[src/hw/rtl/sacl_pkg.sv]
// shared types and constants for the set-associative lru cache simulator
package sacl_pkg;

   localparam int CNT_W      = 32;
   localparam int AGE_W      = 32;
   localparam int CSR_IDX_W  = 2;
   localparam int CSR_DATA_W = 5;

   // register indexes
   localparam logic [CSR_IDX_W-1:0] CSR_SET_BITS   = 2'd0;
   localparam logic [CSR_IDX_W-1:0] CSR_WAYS       = 2'd1;
   localparam logic [CSR_IDX_W-1:0] CSR_BLOCK_BITS = 2'd2;

   // register reset values
   localparam logic [3:0] SET_BITS_RST   = 4'd4;
   localparam logic [3:0] WAYS_RST       = 4'd1;
   localparam logic [4:0] BLOCK_BITS_RST = 5'd4;
   localparam logic [4:0] BLOCK_BITS_MAX = 5'd16;

   // access kinds (load and the unused code behave alike)
   localparam logic [1:0] KIND_MODIFY = 2'd2;

   typedef struct packed {
      logic [1:0]  kind;
      logic [63:0] address;
   } req_type;

   typedef struct packed {
      logic             hit;
      logic             miss;
      logic             evicted;
      logic             modify_hit;
      logic [2:0]       way_used;
      logic [7:0]       set_index;
      logic [CNT_W-1:0] hits_total;
      logic [CNT_W-1:0] misses_total;
      logic [CNT_W-1:0] evictions_total;
   } rsp_type;

   typedef struct packed {
      logic clear_wr;
      logic load_req;
      logic eval;
      logic commit;
   } ctl_cmd_type;

   typedef struct packed {
      logic clear_last;
   } dp_stat_type;

endpackage

[src/hw/rtl/sacl_ctrl.sv]
// sequencing state machine for the cache simulator
module sacl_ctrl (
   input  logic                  clock,
   input  logic                  reset,
   input  logic                  req_valid,
   output logic                  req_ready,
   output logic                  rsp_valid,
   input  logic                  rsp_ready,
   input  sacl_pkg::dp_stat_type stat,
   output sacl_pkg::ctl_cmd_type cmd
);
   import sacl_pkg::*;

   typedef enum logic [3:0] {
      ST_CLEAR  = 4'b0001,
      ST_IDLE   = 4'b0010,
      ST_LOOKUP = 4'b0100,
      ST_UPDATE = 4'b1000
   } state_type;

   state_type state_ff, state_in;
   logic      rsp_valid_ff, rsp_valid_in;
   logic      commit;

   assign req_ready = (state_ff == ST_IDLE);
   assign rsp_valid = rsp_valid_ff;
   // result register must be free or draining this cycle
   assign commit    = (state_ff == ST_UPDATE) && (!rsp_valid_ff || rsp_ready);

   always_comb begin
      cmd.clear_wr = (state_ff == ST_CLEAR);
      cmd.load_req = (state_ff == ST_IDLE) && req_valid;
      cmd.eval     = (state_ff == ST_LOOKUP);
      cmd.commit   = commit;
   end

   always_comb begin
      state_in = state_ff;
      unique case (state_ff)
         ST_CLEAR: begin
            if (stat.clear_last) state_in = ST_IDLE;
         end
         ST_IDLE: begin
            if (req_valid) state_in = ST_LOOKUP;
         end
         ST_LOOKUP: begin
            state_in = ST_UPDATE;
         end
         ST_UPDATE: begin
            if (commit) state_in = ST_IDLE;
         end
         default: begin
            state_in = ST_CLEAR;
         end
      endcase
   end

   always_comb begin
      priority if (commit) begin
         rsp_valid_in = 1'b1;
      end else if (rsp_ready) begin
         rsp_valid_in = 1'b0;
      end else begin
         rsp_valid_in = rsp_valid_ff;
      end
   end

   always_ff @(posedge clock) begin
      if (reset) begin
         state_ff     <= ST_CLEAR;
         rsp_valid_ff <= 1'b0;
      end else begin
         state_ff     <= state_in;
         rsp_valid_ff <= rsp_valid_in;
      end
   end

endmodule

[config.mk]
export PLATFORM = sky130hd
export DESIGN_NAME = sacl_ctrl
export DESIGN_NICKNAME = d
export VERILOG_FILES = /design/src/hw/rtl/sacl_pkg.sv /design/src/hw/rtl/sacl_ctrl.sv
export SDC_FILE = /design/constraint.sdc
export NUM_CORES = 1
export LEC_CHECK = 0
export CORE_AREA = 3 3 40 42
export CTS_CLUSTER_SIZE = 24
export DETAILED_ROUTE_END_ITERATION = 10
export DIE_AREA = 0 0 43 45
export DONT_BUFFER_PORTS = 1
export GPL_TIMING_DRIVEN = 0
export PLACE_DENSITY_LB_ADDON = 0.3
export SYNTH_ARGS = -nofsm -noshare
export SYNTH_HDL_FRONTEND = slang
export SYNTH_SLANG_ARGS = --single-unit
[constraint.sdc]
create_clock -name clock -period 3.2 [get_ports clock]
set_input_delay 0.16 -clock clock [delete_from_list [all_inputs] [get_ports clock]]
set_output_delay 0.16 -clock clock [all_outputs]
set_load 0.02 [all_outputs]
Yosys cells after proc, flatten, opt, wreduce, memory -nomap -nowiden --
Cells that the tools add are included.
Operators by class: eq/ne operators 7, muxes and demuxes 6, reduce and logical (&&, ||, !) cells 6
Operator list (number):
- $pmux W4 S4 | 1
- $mux W4 | 3
- $ne A2 B2 Y1 const B | 3
- $eq A4 B1 Y1 const B | 1
- $eq A4 B2 Y1 const B | 1
- $eq A4 B3 Y1 const B | 1
- $eq A4 B4 Y1 const B | 1
- $reduce_and A3 Y1 | 1
- $logic_and A1 B1 Y1 | 2
- $mux W1 | 2
- $reduce_bool A2 Y1 | 1
- $logic_not A1 Y1 | 1
- $logic_or A1 B1 Y1 | 1
Storage, ports and cells: bits in registers 5, input bits 5, output and inout bits 6, logic and storage cells 21

Logic depth before layout (Yosys ltp) --
Gate-level depths: netlist of the first run.
depth after elaboration 5, gate-level depth with buffers 4, mapped depth without buffers 3

Worst setup path before layout of the first run --
No wires, ideal clock.
path type register to register, from register state_ff[3], to register state_ff[0], library setup time 0.114 ns, arrival 1.553 ns, required time 3.086 ns, setup slack 1.533 ns, stages on the path, launching flop included 5, path buffers 1, period minus slack after synthesis 1.667 ns, cell sequence dfxtp_1 -> buf_4 -> nor4b_1 -> nand2_1 -> a21o_1
RTL lines:
- from (decl) | RTL line sacl_ctrl.sv:21 | state_type state_ff, state_in;
- from (signal assigned) | RTL line sacl_ctrl.sv:73 | state_ff <= state_in;

==> metrics.md, run 1 <==
| Metric | Value |
|---|---|
| Outcome | complete, no violations |
| Core box area | about 1300 sq um |
| WS Path Type | reg -> out |
| Antenna viol nets, final | 0 |
| Die X-Extent | 43 um |
| Most common cell after layout, fill and taps aside | dfxtp_1 |
| TritonCTS clock tree | built |
| Clock transition at path regs | ~0.040 ns |
| I/O pin cnt | 11 |
| Area Overhead vs Synth | 21.9% |
| Relative slew slack | between 20% and 30% |
| Setup bufs post-CTS | 0 |
| Clock root buffer | clkbuf_4 |
| First drt pass iteration count | 2 |
| Final hold vios | 0 |
| GRT overflow | 0 |
| Htree depth | 1 |
| Layout Skew | between 0.003 and 0.004 ns |
| Synth area leaders | dfxtp_1, nor2b_1, nor4b_1 |
| DIE HEIGHT | between 40 and 50 um |
| Storage element area | between 100 and 150 sq um |
| PD cells | around 460 nW/um^2 |
| Max VDD drop | around 230 uV |
| Syn nets | 37 |
| Worst Hold Class | in -> reg |
| Cell taking the most area after synthesis | dfxtp_1 |
| Antenna violations before repair | 0 |
| Initial Util | between 20% and 30% |
| Tightest Pin Transition | 1.06 ns |
| Largest net degree at the start of global routing | 10 |
| Final nets | 44 |
| YS warnings | 0 |
| Number of max-cap violations | 0 |
| Wirelength, routed | around 630 um |
| Via/cell ratio | 4.77 |
| Synth Cell Area | roughly 300 sq um |
| Via count | approximately 250 |
| Leak Pwr | 0.000151 uW |
| Port bufs | 0 |
| # diodes | 0 |
| Vias in the first global route | 260 |
| Req. time, crit path | approximately 3.0 ns |
| Share of the synthesized area in the top cell type | between 30% and 40% |
| First-pass GRT wire length | about 1100 um |
| Yosys reg bits | 5 |
| Placer Congestion | 0.702 |
| CTS buffer count | 3 |
| Clock Latency Late Sink | roughly 0.24 ns |
| WL per Instance | ~12 um |
| Tmin final | ~1.8 ns |
| Final setup fails | 0 |
| Full die area | about 1900 sq um |
| Commonest cells after routing, fill and taps aside | dfxtp_1, nor2b_1, clkbuf_4 |
| Register area share after synthesis | 33.8% |
| CP startpoint kind | flip-flop |
| Area of the multi-input gates | between 150 and 200 sq um |
| Clk sinks | 5 |
| Initial DRC Count | 3 |
| Clock buffer depth | 2 |
| Period utilization | 56.5% |
| DRC viols | 0 |
| RSZ-0062 raised after global routing | false |
| Max Clock Freq | about 550 MHz |
| Total negative setup slack | 0 ns |
| Slew Limit Fails | 0 |
| Site Rows | 13 |
| Critical Path AT | 1.65 ns |
| Fin util | ~28% |
| Worst Setup End Kind | primary output |
| GRT Overall Usage | between 8 and 9% |
| CP Max Fanout | 9 |
| Layout cells sized above 1 | between 20% and 30% |
| Post-Syn Area per Cell | between 9 and 10 sq um |
| R2R setup slack | between 1 and 1.5 ns |
| Synth unique cells | 22 |
| Fill cells | 139 |
| Mapped Cells | 32 |
-- area by class of cell --
class / instances / share of cell area [%]
Multi-Input combinational cell: 24 / 49.1
Sequential cell: 5 / 27.7
Clock buffer: 4 / 7.27
Timing Repair Buffer: 2 / 5.54
Tap cell: 15 / 5.19
Buffer: 2 / 4.15
Inverter: 1 / 1.04
-- Yosys cell counts (all sizes together) --
master	number
a21oi	3
a21o	1
xor2	1
o21ai	1
nor2b	3
o31a	1
nor3b	1
and3	1
or4b	1
inv	1
nor2	2
buf	2
nand3b	1
nand2b	2
dfxtp	5
nor4b	3
nor3	1
and2	1
nand2	1
-- state kept, by name (all words and copies together) (netlist names) --
name	flops
rsp_valid	1
state_ff	4
-- per-stage QoR --
step                      hold slack, ns  worst slack (ns)  area (sq um)  total power, uW  cells
after floorplan                    0.222              1.53           297             88.5     32
after global placement             0.225              1.41           315             90.9     47
after global routing              0.0804              1.26           362              184     53
final                             0.0928              1.39           362              166     53
after CTS                        0.00527              1.37           352              169     52
after detailed placement           0.226              1.41           315             91.7     47
-- critical path, stage by stage, from the launching register on --
cell and delay (ns):
dfxtp_1 0.29, buf_4 0.15, nor4b_2 0.61, and2_1 0.35
-- layer usage --
layer | GRT usage, % | share of wire (%)
met4 | 1.81 | 0
met1 | 8.76 | 43
met3 | 7.57 | 12
met5 | 0 | 0
met2 | 11.4 | 45
-- cells by family (layout without fill, tap and decap cells) --
group | after synthesis | in the layout | synth area share (%)
AND/OR/NAND/NOR | 17 | 17 | 43.5
XOR/XNOR | 1 | 1 | 2.95
AO/OA/AOI/OAI | 6 | 6 | 13.5
flip-flops | 5 | 5 | 33.8
buffers and inverters | 3 | 9 | 6.33
-- worst paths after layout --
kind	endpoint	from	depth (start not counted)
max	cmd[2]	state_ff[3]	3
min	state_ff[0]	stat	2
min reg2reg	rsp_valid	rsp_valid	2
max reg2reg	state_ff[0]	state_ff[3]	4
-- power breakdown --
part / leakage (uW) / total [uW] / internal, uW / switching (uW)
Combinational: 0.0000956 / 21.8 / 11.0 / 10.8
Sequential: 0.0000408 / 71.5 / 65.7 / 5.77
Clock: 0.0000150 / 72.7 / 47.1 / 25.6
Total: 0.000151 / 166 / 124 / 42.2
-- what timing repair did --
action | in CTS | in global routing
endpoints found under the hold margin | 3 | 1
resized for setup | 0 | 0
hold buffers | 1 | 1
(Power assumes the default switching activity.)
==> inputs of run 2 (changes only) <==
==> constraint.sdc (replaced) <==
create_clock -name clock -period 1.5 [get_ports clock]
set_input_delay 0.075 -clock clock [delete_from_list [all_inputs] [get_ports clock]]
set_output_delay 0.075 -clock clock [all_outputs]
set_load 0.02 [all_outputs]
==> run 2 against run 1 <==
Compared with the run above:
- clock power grew 120%
- flip-flop and latch count is the same
- count of clock-buffer cells in the layout is the same
- sequential power grew 120%
- utilization grew 3.7 points
- global-route usage shrank 0.17 points
- highest routed layer is now met4
==> metrics.md, run 2 (synthesis gave the netlist of run 1 again) <==
| Metric | Value |
|---|---|
| Inst Count DP | 47 |
| Crit path capture | state_ff[1] |
| Share of power burned in registers | between 40% and 50% |
| Highest routed layer | met4 |
| Worst Setup End Kind | flip-flop |
| Commonest cells after routing, fill and taps aside | nor2b_1, clkbuf_4, buf_4, dfxtp_1 |
| Layout Skew | around 0.0025 ns |
| Post-route cell area | about 410 sq um |
| Final hold vios | 0 |
| Relative slew slack | ~58% |
| Sw Share | about a quarter |
| Critical Path AT | roughly 1.6 ns |
| Port bufs | 0 |
| Slowest CP cell | or4b_4 |
| Period utilization | roughly 98% |
| Req. time, crit path | 1.64 ns |
| Htree depth | 1 |
| Total power | 367 uW |
| R2R setup slack | ~0.027 ns |
| Slew Limit Fails | 0 |
| Post-Layout Cell Count | 55 |
| Placer Congestion | just over 0.7 |
| Area of the multi-input gates | between 200 and 250 sq um |
| Dpl cell area | 330 sq um |
| RSZ-0062 raised after global routing | true |
| TritonCTS clock tree | built |
| DRC viols | 0 |
| Max VDD drop | 595 uV |
| Largest net degree at the start of global routing | 9 |
| Antenna violations before repair | 0 |
| PD cells | 896 nW/um^2 |
| Antenna viol nets, final | 0 |
| Share of total power in the clock network | 43.5% |
| Clock Latency Late Sink | ~0.24 ns |
| Met2 wire len | approximately 340 um |
| Biggest register | state_ff |
| Leak Pwr | 0.000171 uW |
| Crit path depth | 5 |
| Number of max-cap violations | 0 |
| Area Overhead vs Synth | 38.0% |
| Via count | around 270 |
| Clock root buffer | clkbuf_4 |
| Layout cells sized above 1 | roughly 43% |
| Vias in the first global route | roughly 260 |
| First-pass GRT wire length | about 1100 um |
| Via/cell ratio | roughly 5 |
| Internal power | approximately 270 uW |
| Worst Hold Class | in -> reg |
| Final worst setup slack | around 0.027 ns |
| Logic gate share of total power | ~14% |
| Wirelength, routed | 700 um |
| Post-Route M1 WL | roughly 280 um |
| Max reg flops | 4 |
| Setup WS pre-CTS | ~0.046 ns |
| Tightest Pin Transition | between 0.6 and 0.7 ns |
| Die X-Extent | between 40 and 50 um |
| CTS buffer count | 3 |
| WP buf/inv | 2 |
| CP Max Fanout | 6 |
| GRT Overall Usage | just under 8% |
| WL per Instance | roughly 13 um |
| Max Clock Freq | 679 MHz |
| Critical path startpoint | state_ff[3] |
| WL met3 | 81 um |
| R2R Path Start | state_ff[3] |
| CP startpoint kind | flip-flop |
| Site Rows | 13 |
| Fin util | around a third |
| Storage element area | 103 sq um |
| RR Endpoint | state_ff[1] |
| Initial Util | a little under a quarter |
| # diodes | 0 |
| First drt pass iteration count | 4 |
| GRT overflow | 0 |
| Cell Chain, Critical Path | buf_6, or4b_4, buf_4, nand2b_4, and3_1 |
| Final setup fails | 0 |
| Worst reg2reg path depth | 5 |
| WS Path Type | reg -> reg |
| I/O pin cnt | 11 |
| Clock buffer depth | 2 |
| Fill cells | around 130 |
| Crit-path max cell delay | approximately 0.49 ns |
| Full die area | 1940 sq um |
| DIE HEIGHT | between 40 and 50 um |
| Clock transition at path regs | roughly 0.050 ns |
| Core box area | 1280 sq um |
| Initial DRC Count | 7 |
| Tmin final | around 1.5 ns |
| Delay-heaviest family, CP | simple AND/OR/NAND/NOR gates |
| Outcome | complete, no violations |
| Final nets | 46 |
| Sw power | about 98 uW |
| Clk sinks | 5 |
-- run 2: cell types whose count changed in the layout (fill, tap and decap cells not counted), sizes merged --
cell         before  now
buf               2    5
dlygate4sd3       2    1
-- run 2: worst min path at each step --
stage | startpoint | slack [ns] | end | depth (start not counted)
final | stat | 0.005 | state_ff[0] | 2
after detailed placement | reset | 0.14 | state_ff[3] | 1
after global placement | reset | 0.14 | state_ff[3] | 1
after global routing | stat | 0.005 | state_ff[0] | 2
after floorplan | reset | 0.14 | state_ff[3] | 1
after CTS | stat | 0.0002 | state_ff[0] | 2
-- run 2: timing repair --
item | 4_1_cts | 5_1_grt
hold buffers | 1 | 0
setup buffers | 2 | 1
pin swaps | 1 | 2
resized for setup | 8 | 0
endpoints found under the hold margin | 4 | 0
endpoints found under the setup margin | 2 | 3
-- run 2: through the flow --
step | hold WS (ns) | TNS [ns]
floorplan | 0.137 | 0
global placement | 0.140 | 0
detailed placement | 0.141 | 0
CTS | 0.000235 | 0
global route | 0.00542 | -0.0522
finish | 0.00504 | 0
-- run 2: area by class of cell --
cell class,count,area share (%)
Buffer,2,5.50
Clock buffer,4,6.42
Inverter,1,0.917
Multi-Input combinational cell,24,49.5
Sequential cell,5,25.1
Tap cell,15,4.59
Timing Repair Buffer,4,7.95
-- run 2: power by group through the flow --
stage | logic, uW | registers, uW | clock network [uW]
3_3_place_gp | 45.0 | 155 | 0
3_5_place_dp | 46.5 | 156 | 0
6_report | 51.5 | 156 | 160
5_1_grt | 54.2 | 156 | 177
4_1_cts | 51.5 | 155 | 169
2_1_floorplan | 41.8 | 153 | 0
-- run 2: metal layers --
metal,vias to the layer above,track usage [%]
met4,0,2.41
met2,13,11.1
met1,124,7.79
li1,128,-
met3,2,8.37
met5,-,0
